<file path="src/rtl/core/cdca_pkg.sv">
// ----------------------------------------------------------------------------
// cdca_pkg
// Shared types, widths and register codes of the decay count accumulator.
// ----------------------------------------------------------------------------
package cdca_pkg;

	localparam int ACT_W    = 32;  // activity, Q16.16
	localparam int CNT_W    = 48;  // cumulative and normalised counts, Q32.16
	localparam int SUM_W    = 40;  // beam sums
	localparam int BEAM_W   = 16;
	localparam int DECAY_W  = 16;
	localparam int GAIN_W   = 24;
	localparam int MUL_W    = 32;  // shared multiplier operand width
	localparam int PROD_W   = 2 * MUL_W;

	localparam int BIN_COUNT_BITS_DEF = 24;

	localparam int CFG_INDEX_W = 4;
	localparam int CFG_DATA_W  = 24;

	localparam logic [CFG_INDEX_W-1:0] REG_DECAY_FACTOR = 4'd0;
	localparam logic [CFG_INDEX_W-1:0] REG_COUNT_GAIN   = 4'd1;

	localparam logic [DECAY_W-1:0] DECAY_RESET = 16'd24109;
	localparam logic [GAIN_W-1:0]  GAIN_RESET  = 24'd41427;

	typedef struct packed {
		logic [BEAM_W-1:0] beam_count;
		logic [BEAM_W-1:0] beam_count_gated;
		logic              counting_window;
		logic              irradiation_window;
		logic              last_bin;
	} bin_t;

	typedef struct packed {
		logic [ACT_W-1:0] activity;
		logic [CNT_W-1:0] cumulative_counts;
		logic             is_final;
		logic [CNT_W-1:0] normalized_counts;
		logic [CNT_W-1:0] normalized_counts_gated;
		logic             divide_error;
	} result_t;

endpackage

</file>
<file path="src/rtl/core/cdca_channels_if.sv">
// ----------------------------------------------------------------------------
// cdca channel interfaces
// Valid/ready channels for bins, results and register writes.
// ----------------------------------------------------------------------------
interface cdca_bin_if;
	logic          valid;
	logic          ready;
	cdca_pkg::bin_t data;
	modport source (output valid, output data, input ready);
	modport sink   (input valid, input data, output ready);
endinterface

interface cdca_res_if;
	logic              valid;
	logic              ready;
	cdca_pkg::result_t data;
	modport source (output valid, output data, input ready);
	modport sink   (input valid, input data, output ready);
endinterface

interface cdca_cfg_if;
	logic                               valid;
	logic                               ready;
	logic [cdca_pkg::CFG_INDEX_W-1:0]   index;
	logic [cdca_pkg::CFG_DATA_W-1:0]    data;
	modport source (output valid, output index, output data, input ready);
	modport sink   (input valid, input index, input data, output ready);
endinterface

</file>
<file path="src/rtl/core/cdca_mul.sv">
// ----------------------------------------------------------------------------
// cdca_mul
// Shared unsigned multiplier with registered product.
// ----------------------------------------------------------------------------
module cdca_mul (
	input  logic                          clk,
	input  logic [cdca_pkg::MUL_W-1:0]    a,
	input  logic [cdca_pkg::MUL_W-1:0]    b,
	output logic [cdca_pkg::PROD_W-1:0]   prod
);

	logic [cdca_pkg::PROD_W-1:0] prod_q;

	always_ff @(posedge clk) begin
		prod_q <= cdca_pkg::PROD_W'(a) * cdca_pkg::PROD_W'(b);
	end

	assign prod = prod_q;

endmodule

</file>
<file path="src/rtl/core/cdca_div.sv">
// ----------------------------------------------------------------------------
// cdca_div
// Bit-serial restoring divider, one quotient bit a cycle, 48-bit saturation.
// ----------------------------------------------------------------------------
module cdca_div #(
	parameter int NUM_W = cdca_pkg::CNT_W + cdca_pkg::BIN_COUNT_BITS_DEF
) (
	input  logic                         clk,
	input  logic                         arst_n,
	input  logic                         start,
	input  logic [NUM_W-1:0]             dividend,
	input  logic [cdca_pkg::SUM_W-1:0]   divisor,
	output logic                         done,
	output logic [cdca_pkg::CNT_W-1:0]   quotient
);

	localparam int STEP_W = $clog2(NUM_W);

	logic [NUM_W-1:0]           num_q;
	logic [cdca_pkg::SUM_W-1:0] den_q;
	logic [cdca_pkg::SUM_W-1:0] rem_q;
	logic [cdca_pkg::CNT_W-1:0] quot_q;
	logic                       sat_q;
	logic [STEP_W-1:0]          step_q;
	logic                       busy_q;
	logic                       done_q;

	logic [cdca_pkg::SUM_W:0]   shifted;
	logic                       ge;
	logic [cdca_pkg::SUM_W-1:0] rem_next;

	always_comb begin
		shifted  = {rem_q, num_q[NUM_W-1]};
		ge       = shifted >= {1'b0, den_q};
		rem_next = ge ? cdca_pkg::SUM_W'(shifted - {1'b0, den_q})
		              : shifted[cdca_pkg::SUM_W-1:0];
	end

	always_ff @(posedge clk or negedge arst_n) begin
		if (!arst_n) begin
			busy_q <= 1'b0;
			done_q <= 1'b0;
			step_q <= '0;
		end else begin
			done_q <= 1'b0;
			if (start) begin
				busy_q <= 1'b1;
				step_q <= '0;
			end else if (busy_q) begin
				step_q <= step_q + 1'b1;
				if (step_q == STEP_W'(NUM_W - 1)) begin
					busy_q <= 1'b0;
					done_q <= 1'b1;
				end
			end
		end
	end

	always_ff @(posedge clk) begin
		if (start) begin
			num_q  <= dividend;
			den_q  <= divisor;
			rem_q  <= '0;
			quot_q <= '0;
			sat_q  <= 1'b0;
		end else if (busy_q) begin
			num_q  <= {num_q[NUM_W-2:0], 1'b0};
			rem_q  <= rem_next;
			quot_q <= {quot_q[cdca_pkg::CNT_W-2:0], ge};
			// a one shifted past bit 47 means the quotient no longer fits
			sat_q  <= sat_q | quot_q[cdca_pkg::CNT_W-1];
		end
	end

	assign done     = done_q;
	assign quotient = sat_q ? {cdca_pkg::CNT_W{1'b1}} : quot_q;

endmodule

</file>
<file path="src/rtl/core/cyclic_decay_count_accumulator_top.sv">
// ----------------------------------------------------------------------------
// cyclic_decay_count_accumulator_top
// Leaky activity integrators with gated count accumulation and normalisation.
// ----------------------------------------------------------------------------
// One bin is taken per transfer on bin_ch and exactly one result transfer
// leaves on res_ch for it. An ordinary bin is handled in order: accept,
// seven multiply/accumulate steps on the one shared 32x32 multiplier, then
// result load; bin_ch.ready is high only between bins. The last bin of a
// run adds normalisation: for each stream two multiplier passes form
// counts*irradiation_bins, then the bit-serial divider forms the quotient.
// The result sits in an output register, so the next bin is accepted while
// a result still waits to be taken. Register writes on cfg are always
// accepted and must only be issued while no bin is in progress.
// ----------------------------------------------------------------------------
module cyclic_decay_count_accumulator_top #(
	parameter int BIN_COUNT_BITS = cdca_pkg::BIN_COUNT_BITS_DEF
) (
	input  logic       clk,
	input  logic       arst_n,
	cdca_bin_if.sink   bin_ch,
	cdca_res_if.source res_ch,
	cdca_cfg_if.sink   cfg
);

	localparam int NUM_W  = cdca_pkg::CNT_W + BIN_COUNT_BITS;
	localparam int ACT_W  = cdca_pkg::ACT_W;
	localparam int CNT_W  = cdca_pkg::CNT_W;
	localparam int SUM_W  = cdca_pkg::SUM_W;
	localparam int MUL_W  = cdca_pkg::MUL_W;
	localparam int PROD_W = cdca_pkg::PROD_W;

	typedef enum logic [16:0] {
		ST_IDLE = 17'h00001,
		ST_KA   = 17'h00002,  // all-beam activity times decay
		ST_FA   = 17'h00004,  // all-beam feed term
		ST_KG   = 17'h00008,
		ST_FG   = 17'h00010,
		ST_CA   = 17'h00020,  // activity times gain
		ST_CG   = 17'h00040,
		ST_ACC  = 17'h00080,
		ST_NLA  = 17'h00100,  // normalisation, low half of counts
		ST_NHA  = 17'h00200,
		ST_NSA  = 17'h00400,
		ST_DVA  = 17'h00800,
		ST_NLG  = 17'h01000,
		ST_NHG  = 17'h02000,
		ST_NSG  = 17'h04000,
		ST_DVG  = 17'h08000,
		ST_OUT  = 17'h10000
	} state_t;

	state_t state_q;

	// registers
	logic [cdca_pkg::DECAY_W-1:0] decay_q;
	logic [cdca_pkg::GAIN_W-1:0]  gain_q;

	// run state
	logic [ACT_W-1:0]          act_a_q, act_g_q;
	logic [CNT_W-1:0]          counts_a_q, counts_g_q;
	logic [SUM_W-1:0]          sum_a_q, sum_g_q;
	logic [BIN_COUNT_BITS-1:0] irr_q;

	// working registers
	cdca_pkg::bin_t      bin_q;
	logic [CNT_W-1:0]    keep_q;
	logic [PROD_W-1:0]   lo_q;
	logic [CNT_W-1:0]    norm_a_q, norm_g_q;

	cdca_pkg::result_t res_q;
	logic              res_valid_q;

	logic [MUL_W-1:0]  mul_a, mul_b;
	logic [PROD_W-1:0] prod;
	logic [cdca_pkg::DECAY_W:0] one_minus_d;

	logic              div_start;
	logic [NUM_W-1:0]  div_dividend;
	logic [SUM_W-1:0]  div_divisor;
	logic              div_done;
	logic [CNT_W-1:0]  div_quot;

	logic              res_load;
	logic              bin_take;

	// Round Q.32 sum to Q16.16 and clamp to 32 bits.
	function automatic logic [ACT_W-1:0] leak_round(input logic [CNT_W-1:0] keep,
	                                                input logic [PROD_W-1:0] feed);
		logic [CNT_W+1:0] s;
		logic [ACT_W+1:0] r;
		s = (CNT_W+2)'(keep) + (CNT_W+2)'({feed[32:0], 16'd0}) + (CNT_W+2)'(32768);
		r = s[CNT_W+1:16];
		return (r[ACT_W+1:ACT_W] != 2'b00) ? {ACT_W{1'b1}} : r[ACT_W-1:0];
	endfunction

	// Add the rounded count increment, saturating at 2^48-1.
	function automatic logic [CNT_W-1:0] count_add(input logic [CNT_W-1:0] acc,
	                                               input logic [PROD_W-1:0] p);
		logic [56:0]    t;
		logic [CNT_W:0] s;
		t = {1'b0, p[55:0]} + 57'd32768;
		s = (CNT_W+1)'(acc) + (CNT_W+1)'(t[56:16]);
		return s[CNT_W] ? {CNT_W{1'b1}} : s[CNT_W-1:0];
	endfunction

	function automatic logic [SUM_W-1:0] sum_add(input logic [SUM_W-1:0] acc,
	                                             input logic [cdca_pkg::BEAM_W-1:0] b);
		logic [SUM_W:0] s;
		s = (SUM_W+1)'(acc) + (SUM_W+1)'(b);
		return s[SUM_W] ? {SUM_W{1'b1}} : s[SUM_W-1:0];
	endfunction

	assign one_minus_d = 17'h10000 - {1'b0, decay_q};

	// Steer the shared multiplier from the sequencer state.
	always_comb begin
		mul_a = '0;
		mul_b = '0;
		case (state_q)
			ST_KA: begin
				mul_a = act_a_q;
				mul_b = MUL_W'(decay_q);
			end
			ST_FA: begin
				mul_a = MUL_W'(bin_q.beam_count);
				mul_b = MUL_W'(one_minus_d);
			end
			ST_KG: begin
				mul_a = act_g_q;
				mul_b = MUL_W'(decay_q);
			end
			ST_FG: begin
				mul_a = MUL_W'(bin_q.beam_count_gated);
				mul_b = MUL_W'(one_minus_d);
			end
			ST_CA: begin
				mul_a = act_a_q;
				mul_b = MUL_W'(gain_q);
			end
			ST_CG: begin
				mul_a = act_g_q;
				mul_b = MUL_W'(gain_q);
			end
			ST_NLA: begin
				mul_a = counts_a_q[MUL_W-1:0];
				mul_b = MUL_W'(irr_q);
			end
			ST_NHA: begin
				mul_a = MUL_W'(counts_a_q[CNT_W-1:MUL_W]);
				mul_b = MUL_W'(irr_q);
			end
			ST_NLG: begin
				mul_a = counts_g_q[MUL_W-1:0];
				mul_b = MUL_W'(irr_q);
			end
			ST_NHG: begin
				mul_a = MUL_W'(counts_g_q[CNT_W-1:MUL_W]);
				mul_b = MUL_W'(irr_q);
			end
			default: begin
				mul_a = '0;
				mul_b = '0;
			end
		endcase
	end

	cdca_mul u_mul (
		.clk  (clk),
		.a    (mul_a),
		.b    (mul_b),
		.prod (prod)
	);

	// Full product counts*bins: low partial plus high partial shifted by 32.
	assign div_start    = (state_q == ST_NSA) || (state_q == ST_NSG);
	assign div_dividend = NUM_W'({16'd0, lo_q} + {prod[CNT_W-1:0], 32'd0});
	assign div_divisor  = (state_q == ST_NSG) ? sum_g_q : sum_a_q;

	cdca_div #(
		.NUM_W (NUM_W)
	) u_div (
		.clk      (clk),
		.arst_n   (arst_n),
		.start    (div_start),
		.dividend (div_dividend),
		.divisor  (div_divisor),
		.done     (div_done),
		.quotient (div_quot)
	);

	assign bin_ch.ready = (state_q == ST_IDLE);
	assign bin_take     = bin_ch.valid && bin_ch.ready;
	// load the result once the output register is free or being drained
	assign res_load     = (state_q == ST_OUT) && (!res_valid_q || res_ch.ready);

	assign cfg.ready = 1'b1;

	// register writes; unknown indexes are dropped
	always_ff @(posedge clk or negedge arst_n) begin
		if (!arst_n) begin
			decay_q <= cdca_pkg::DECAY_RESET;
			gain_q  <= cdca_pkg::GAIN_RESET;
		end else if (cfg.valid) begin
			case (cfg.index)
				cdca_pkg::REG_DECAY_FACTOR: decay_q <= cfg.data[cdca_pkg::DECAY_W-1:0];
				cdca_pkg::REG_COUNT_GAIN:   gain_q  <= cfg.data;
				default: ;
			endcase
		end
	end

	// sequencer
	always_ff @(posedge clk or negedge arst_n) begin
		if (!arst_n) begin
			state_q <= ST_IDLE;
		end else begin
			case (state_q)
				ST_IDLE: if (bin_take) state_q <= ST_KA;
				ST_KA:   state_q <= ST_FA;
				ST_FA:   state_q <= ST_KG;
				ST_KG:   state_q <= ST_FG;
				ST_FG:   state_q <= ST_CA;
				ST_CA:   state_q <= ST_CG;
				ST_CG:   state_q <= ST_ACC;
				ST_ACC:  state_q <= bin_q.last_bin ? ST_NLA : ST_OUT;
				ST_NLA:  state_q <= ST_NHA;
				ST_NHA:  state_q <= ST_NSA;
				ST_NSA:  state_q <= ST_DVA;
				ST_DVA:  if (div_done) state_q <= ST_NLG;
				ST_NLG:  state_q <= ST_NHG;
				ST_NHG:  state_q <= ST_NSG;
				ST_NSG:  state_q <= ST_DVG;
				ST_DVG:  if (div_done) state_q <= ST_OUT;
				ST_OUT:  if (res_load) state_q <= ST_IDLE;
				default: state_q <= ST_IDLE;
			endcase
		end
	end

	// run state: updated step by step, cleared after the final result
	always_ff @(posedge clk or negedge arst_n) begin
		if (!arst_n) begin
			act_a_q    <= '0;
			act_g_q    <= '0;
			counts_a_q <= '0;
			counts_g_q <= '0;
			sum_a_q    <= '0;
			sum_g_q    <= '0;
			irr_q      <= '0;
		end else begin
			case (state_q)
				ST_KG: act_a_q <= leak_round(keep_q, prod);
				ST_CA: act_g_q <= leak_round(keep_q, prod);
				ST_CG: if (bin_q.counting_window) counts_a_q <= count_add(counts_a_q, prod);
				ST_ACC: begin
					if (bin_q.counting_window) counts_g_q <= count_add(counts_g_q, prod);
					sum_a_q <= sum_add(sum_a_q, bin_q.beam_count);
					sum_g_q <= sum_add(sum_g_q, bin_q.beam_count_gated);
					if (bin_q.irradiation_window && !(&irr_q)) irr_q <= irr_q + 1'b1;
				end
				ST_OUT: if (res_load && bin_q.last_bin) begin
					act_a_q    <= '0;
					act_g_q    <= '0;
					counts_a_q <= '0;
					counts_g_q <= '0;
					sum_a_q    <= '0;
					sum_g_q    <= '0;
					irr_q      <= '0;
				end
				default: ;
			endcase
		end
	end

	// working payload: bin, partial products, quotients
	always_ff @(posedge clk) begin
		if (bin_take) bin_q <= bin_ch.data;
		if (state_q == ST_FA || state_q == ST_FG) keep_q <= prod[CNT_W-1:0];
		if (state_q == ST_NHA || state_q == ST_NHG) lo_q <= prod;
		// a zero beam sum gives zero for that stream
		if (state_q == ST_DVA && div_done) norm_a_q <= (sum_a_q == '0) ? '0 : div_quot;
		if (state_q == ST_DVG && div_done) norm_g_q <= (sum_g_q == '0) ? '0 : div_quot;
		if (res_load) begin
			res_q.activity          <= act_a_q;
			res_q.cumulative_counts <= counts_a_q;
			res_q.is_final          <= bin_q.last_bin;
			res_q.normalized_counts       <= bin_q.last_bin ? norm_a_q : '0;
			res_q.normalized_counts_gated <= bin_q.last_bin ? norm_g_q : '0;
			res_q.divide_error <= bin_q.last_bin &&
			                      (sum_a_q == '0 || sum_g_q == '0 || irr_q == '0);
		end
	end

	// output register: hold until the transfer completes
	always_ff @(posedge clk or negedge arst_n) begin
		if (!arst_n) begin
			res_valid_q <= 1'b0;
		end else if (res_load) begin
			res_valid_q <= 1'b1;
		end else if (res_ch.ready) begin
			res_valid_q <= 1'b0;
		end
	end

	assign res_ch.valid = res_valid_q;
	assign res_ch.data  = res_q;

	// divider completes only while the sequencer waits on it
	a_div_done_waited: assert property (@(posedge clk) disable iff (!arst_n)
		div_done |-> (state_q == ST_DVA || state_q == ST_DVG))
		else $error("divider finished outside a wait state");

	// a pending result is never dropped by a new load
	a_res_held: assert property (@(posedge clk) disable iff (!arst_n)
		(res_valid_q && !res_ch.ready) |=> (res_valid_q && $stable(res_q)))
		else $error("pending result overwritten");

	// the final result clears the run state
	a_final_clear: assert property (@(posedge clk) disable iff (!arst_n)
		(res_load && bin_q.last_bin) |=> (sum_a_q == '0 && irr_q == '0 && counts_g_q == '0))
		else $error("run state not cleared after final bin");

	// normalisation only follows a last bin
	a_norm_last: assert property (@(posedge clk) disable iff (!arst_n)
		(state_q == ST_NLA) |-> bin_q.last_bin)
		else $error("normalisation entered for an ordinary bin");

endmodule
</file>
<file path="src/flat_wrapper.sv">
// flat-port wrapper written by rule: the top's interface ports become plain ports
module cyclic_decay_count_accumulator_top_flat 
#(
	parameter int BIN_COUNT_BITS = cdca_pkg::BIN_COUNT_BITS_DEF
)
  (clk, arst_n, bin_ch_valid, bin_ch_data, bin_ch_ready, res_ch_valid, res_ch_data, res_ch_ready, cfg_valid, cfg_index, cfg_data, cfg_ready);
  cdca_bin_if bin_ch_i ();
  cdca_res_if res_ch_i ();
  cdca_cfg_if cfg_i ();
  input  logic clk;
  input  logic arst_n;
  input wire logic [$bits(bin_ch_i.valid)-1:0] bin_ch_valid;
  input wire logic [$bits(bin_ch_i.data)-1:0] bin_ch_data;
  output wire logic [$bits(bin_ch_i.ready)-1:0] bin_ch_ready;
  output wire logic [$bits(res_ch_i.valid)-1:0] res_ch_valid;
  output wire logic [$bits(res_ch_i.data)-1:0] res_ch_data;
  input wire logic [$bits(res_ch_i.ready)-1:0] res_ch_ready;
  input wire logic [$bits(cfg_i.valid)-1:0] cfg_valid;
  input wire logic [$bits(cfg_i.index)-1:0] cfg_index;
  input wire logic [$bits(cfg_i.data)-1:0] cfg_data;
  output wire logic [$bits(cfg_i.ready)-1:0] cfg_ready;
  assign bin_ch_i.valid = bin_ch_valid;
  assign bin_ch_i.data = bin_ch_data;
  assign bin_ch_ready = bin_ch_i.ready;
  assign res_ch_valid = res_ch_i.valid;
  assign res_ch_data = res_ch_i.data;
  assign res_ch_i.ready = res_ch_ready;
  assign cfg_i.valid = cfg_valid;
  assign cfg_i.index = cfg_index;
  assign cfg_i.data = cfg_data;
  assign cfg_ready = cfg_i.ready;
  cyclic_decay_count_accumulator_top #(.BIN_COUNT_BITS(BIN_COUNT_BITS)) u_core (.clk(clk), .arst_n(arst_n), .bin_ch(bin_ch_i), .res_ch(res_ch_i), .cfg(cfg_i));
endmodule
</file>
<file path="config.mk">
export PLATFORM = sky130hd
export DESIGN_NAME = cyclic_decay_count_accumulator_top_flat
export DESIGN_NICKNAME = d
export VERILOG_FILES = /design/src/rtl/core/cdca_pkg.sv /design/src/rtl/core/cdca_channels_if.sv /design/src/rtl/core/cdca_mul.sv /design/src/rtl/core/cdca_div.sv /design/src/rtl/core/cyclic_decay_count_accumulator_top.sv /design/src/flat_wrapper.sv
export SDC_FILE = /design/constraint.sdc
export NUM_CORES = 2
export LEC_CHECK = 0
export ABC_CLOCK_PERIOD_IN_PS = 11700
export BUFFER_PORTS_ARGS = -buffer_cell sky130_fd_sc_hd__clkbuf_2
export CAP_MARGIN = 20
export CORE_ASPECT_RATIO = 0.75
export CORE_UTILIZATION = 45
export CTS_CLUSTER_SIZE = 30
export DETAILED_ROUTE_END_ITERATION = 8
export GPL_TIMING_DRIVEN = 1
export PLACE_DENSITY_LB_ADDON = 0.25
export SYNTH_ARGS = -nofsm -noshare
export SYNTH_HDL_FRONTEND = slang
export SYNTH_SLANG_ARGS = --single-unit
</file>
<file path="constraint.sdc">
create_clock -name clk -period 11.7 [get_ports clk]
set_input_delay 1.755 -clock clk [delete_from_list [all_inputs] [get_ports clk]]
set_output_delay 1.755 -clock clk [all_outputs]
set_load 0.01 [all_outputs]
</file>
==> run summary <==
Area Growth Syn to Fin -> 9.49%
Worst r2r src -> u_core.state_q[15]$_DFFE_PN0P_
Mapped Area -> 75900 µm²
Highest clock rate -> 0.0904 GHz
Worst Setup Path Type -> reg -> reg
CTS resizes -> 0
Total number of yosys warnings -> 0
Root Driver -> clkbuf_16
Cells taking the most area after synthesis -> edfxtp_1 (20%), fa_1 (18%), dfrtp_1 (10%), ha_1 (6.5%), nand2_1 (5.1%)
ANT nets after route -> 0
Die width -> 476 µm
Post-DR vias/cell -> 5.76
Clk sink count -> 986
Mean post-synth cell area -> 9.57 µm²
Number of global-route vias before repair -> 57500
Max Cap Viol -> 0
Most frequent cells in the layout -> nand2_1 (1024), inv_1 (948), nor2_1 (761)
DPL Wire Length -> 187000 µm
Final GP Congestion -> 0.981
Tightest Pin Transition -> 1.24 ns
Synth async-reset ratio -> 33.6%
All-Layer GR Usage -> 28.1%
Final Hold Viols -> 0
Via count -> 59800
Worst R2R Path Depth -> 37
Primary FF master, synth -> edfxtp_1
DRT Wirelength -> 241000 µm
Seq cells post-synth -> 986
Unrepaired setup endpoints after global routing -> no
Row Count -> 130
Yosys top cell by area -> edfxtp_1
H-tree levels -> 3
IO Port Bufs -> 247
Die Height -> 358 µm
Initial antenna violation count -> 12
Placed Cells -> 10200
Final instance count without filler cells -> 10400
Startpoint Class -> flip-flop
Most used cell, CP -> fa_1
CTS tree -> built
Clock Tree Buf Depth -> 3
Top-area cell type share of the netlist area -> 20.2%
Pre-CTS WS -> 0.897 ns
Clock skew -> 0.0354 ns
Post-Syn Nets -> 9062
DR pass1 iterations -> 8
Seq/Total Area, Yosys -> 34.9%
Slowest stage delay, CP -> 0.89 ns
Num CTS Buffers -> 101
Slew Limit Fails -> 0
First-pass GRT wire length -> 363000 µm
Rel. slew slack -> 17.6%
Largest net degree at the start of global routing -> 154
Slowest cell on the critical path -> and2_1
Layout cells sized above 1 -> 9.39%
Setup TNS -> 0 ns
Worst-Skew Late Latency -> 0.75 ns
Design Area, Final -> 83100 µm²
Final setup viols -> 0
Drt initial violations -> 6448
Post-synthesis cell type count -> 108
Post-cts hold buffer count -> 0
Core footprint -> 168000 µm²
Hold Crit Depth -> 0
Clock period minus worst slack -> 11.07 ns
Crit path required time -> 12.37 ns
Clock Pin Slew Worst Setup and Hold Paths -> 0.07 ns
PwrDens -> 130 nW/µm²
VDD IR max -> 0.122 mV
Post-route DRC -> 0
Post-CTS setup repair buffer count -> 0
Worst setup margin -> 0.634 ns
Reg2reg setup slack -> 0.63 ns
Gr ovfl total -> 0
EDFF count, synth -> 510
Beginning of the worst hold path -> u_core.act_a_q[5]$_DFFE_PN0P_
CP bufs+invs -> 9
Initial Util -> 45.3%
Critical Path Sink Type -> flip-flop
Hold Crit Endpoint -> u_core.res_ch.data[151]$_DFFE_PP_
Total Power -> 0.0108 W
Crit Path Max Fanout -> 27
Mapped Cells -> 7932
Most common cell after layout, fill and taps aside -> nand2_1
Hold crit path type -> reg -> reg
I/O pin count -> 249
Worst EP arrival -> 11.73 ns
Leakage -> 37.2 nW
Wire length per cell -> 23.2 µm
Status -> finished clean
Nets -> 9169
Cell Area, Placed -> 79500 µm²
Final Cycle Share -> 94.6%
Die Area -> 170000 µm²
Family with the most delay on the worst path -> adder cells
RR Endpoint -> u_core.u_mul.prod[45]$_DFF_P_
[layout make-up]
class | count | area, µm²
clock buffer | 133 | 2800
inverter | 954 | 3590
multi-input combinational | 5606 | 44300
fill | 15500 | 84400
timing repair buffer | 390 | 2390
sequential | 986 | 26500
antenna | 2 | 5.00
tap | 2244 | 2810
clock inverter | 59 | 688
[synth_stat cells (all sizes together), types with 13 or more instances]
cell type	count
o211ai	30
a21o	151
and2	157
o21bai	31
mux2	80
dfstp	18
nand2b	28
a221oi	30
ha	397
a22o	60
o21a	50
a2111oi	20
nor3	63
nor4	44
or3	26
nand3	192
edfxtp	510
nor2b	33
inv	953
a211oi	71
mux2i	68
a221o	30
clkbuf	226
a2111o	17
a22oi	34
or2	17
nand4	73
and3	59
nand2	1027
o31a	14
a31oi	79
a21oi	394
fa	665
dfrtp	313
nor3b	13
o31ai	21
buf	160
o21ai	393
xnor2	196
dfxtp	145
nor2	765
xor2	119
[how the worst max path moves through the flow]
stage,start,endpoint,slack [ns],cells past startpoint
after global placement,u_core.state_q[15]$_DFFE_PN0P_,u_core.u_mul.prod[45]$_DFF_P_,1.07,37
after detailed placement,u_core.state_q[15]$_DFFE_PN0P_,u_core.u_mul.prod[43]$_DFF_P_,0.90,36
final,u_core.state_q[15]$_DFFE_PN0P_,u_core.u_mul.prod[45]$_DFF_P_,0.63,37
after global routing,u_core.state_q[3]$_DFFE_PN0P_,u_core.u_mul.prod[45]$_DFF_P_,0.12,36
after floorplan,u_core.state_q[3]$_DFFE_PN0P_,u_core.u_mul.prod[48]$_DFF_P_,1.67,36
after CTS,u_core.state_q[15]$_DFFE_PN0P_,u_core.u_mul.prod[43]$_DFF_P_,0.85,37
[worst reg2reg max path, delay by kind of cell, from the launching register on]
kind,cells,cell delay (ns)
compound gates,6,1.90
xor+xnor,1,0.13
fa+ha+maj,8,3.78
buf+inv,9,1.12
flops,1,0.52
simple gates,13,3.59
[logic make-up (layout without fill, tap and decap cells)]
logic type,count (synthesis),in the layout,share of synthesized area (%)
and+or+nand+nor,2540,2540,14.9
AOI/OAI and AO/OA,1540,1540,13.3
buffers and inverters,1340,1536,7.07
adders and majority gates,1062,1062,24.1
DFF,986,986,34.9
xor gates and xnor gates,315,315,3.64
muxes,148,148,2.08
other,1,3,0.00494
[sequential cells by signal, indices dropped and copies added, names as in the netlist, 48 cells and up]
| signal | cells |
|---|---|
| u_core.counts_g_q | 48 |
| u_core.counts_a_q | 48 |
| u_core.lo_q | 56 |
| u_core.norm_a_q | 48 |
| u_core.u_mul.prod | 56 |
| u_core.u_div.quot_q | 48 |
| u_core.u_div.num_q | 72 |
| u_core.res_ch.data | 178 |
| u_core.norm_g_q | 48 |
[through the flow]
stage	utilization [%]	hold WS, ns
floorplan	-	0.423
global placement	47.4	0.461
detailed placement	47.5	0.463
CTS	49.5	0.480
global route	49.6	0.491
finish	49.6	0.480
[layer usage]
layer  part of all wire, %  vias up  global-route usage, %
met5                     0        -                      0
met4                   4.4        0                   10.9
met3                    10      441                   6.51
met2                    41     2744                   40.1
met1                    44    29600                   41.1
li1                      -    26900                      -
[power breakdown]
part,internal (W),leakage [nW],total (W),switching [W]
Clock,0.00190,1.70,0.00341,0.00151
Sequential,0.00390,9.34,0.00422,0.000321
Combinational,0.00104,26.2,0.00321,0.00217
Total,0.00684,37.2,0.0108,0.00400
Note: power is estimated with default switching activity, not from simulation.
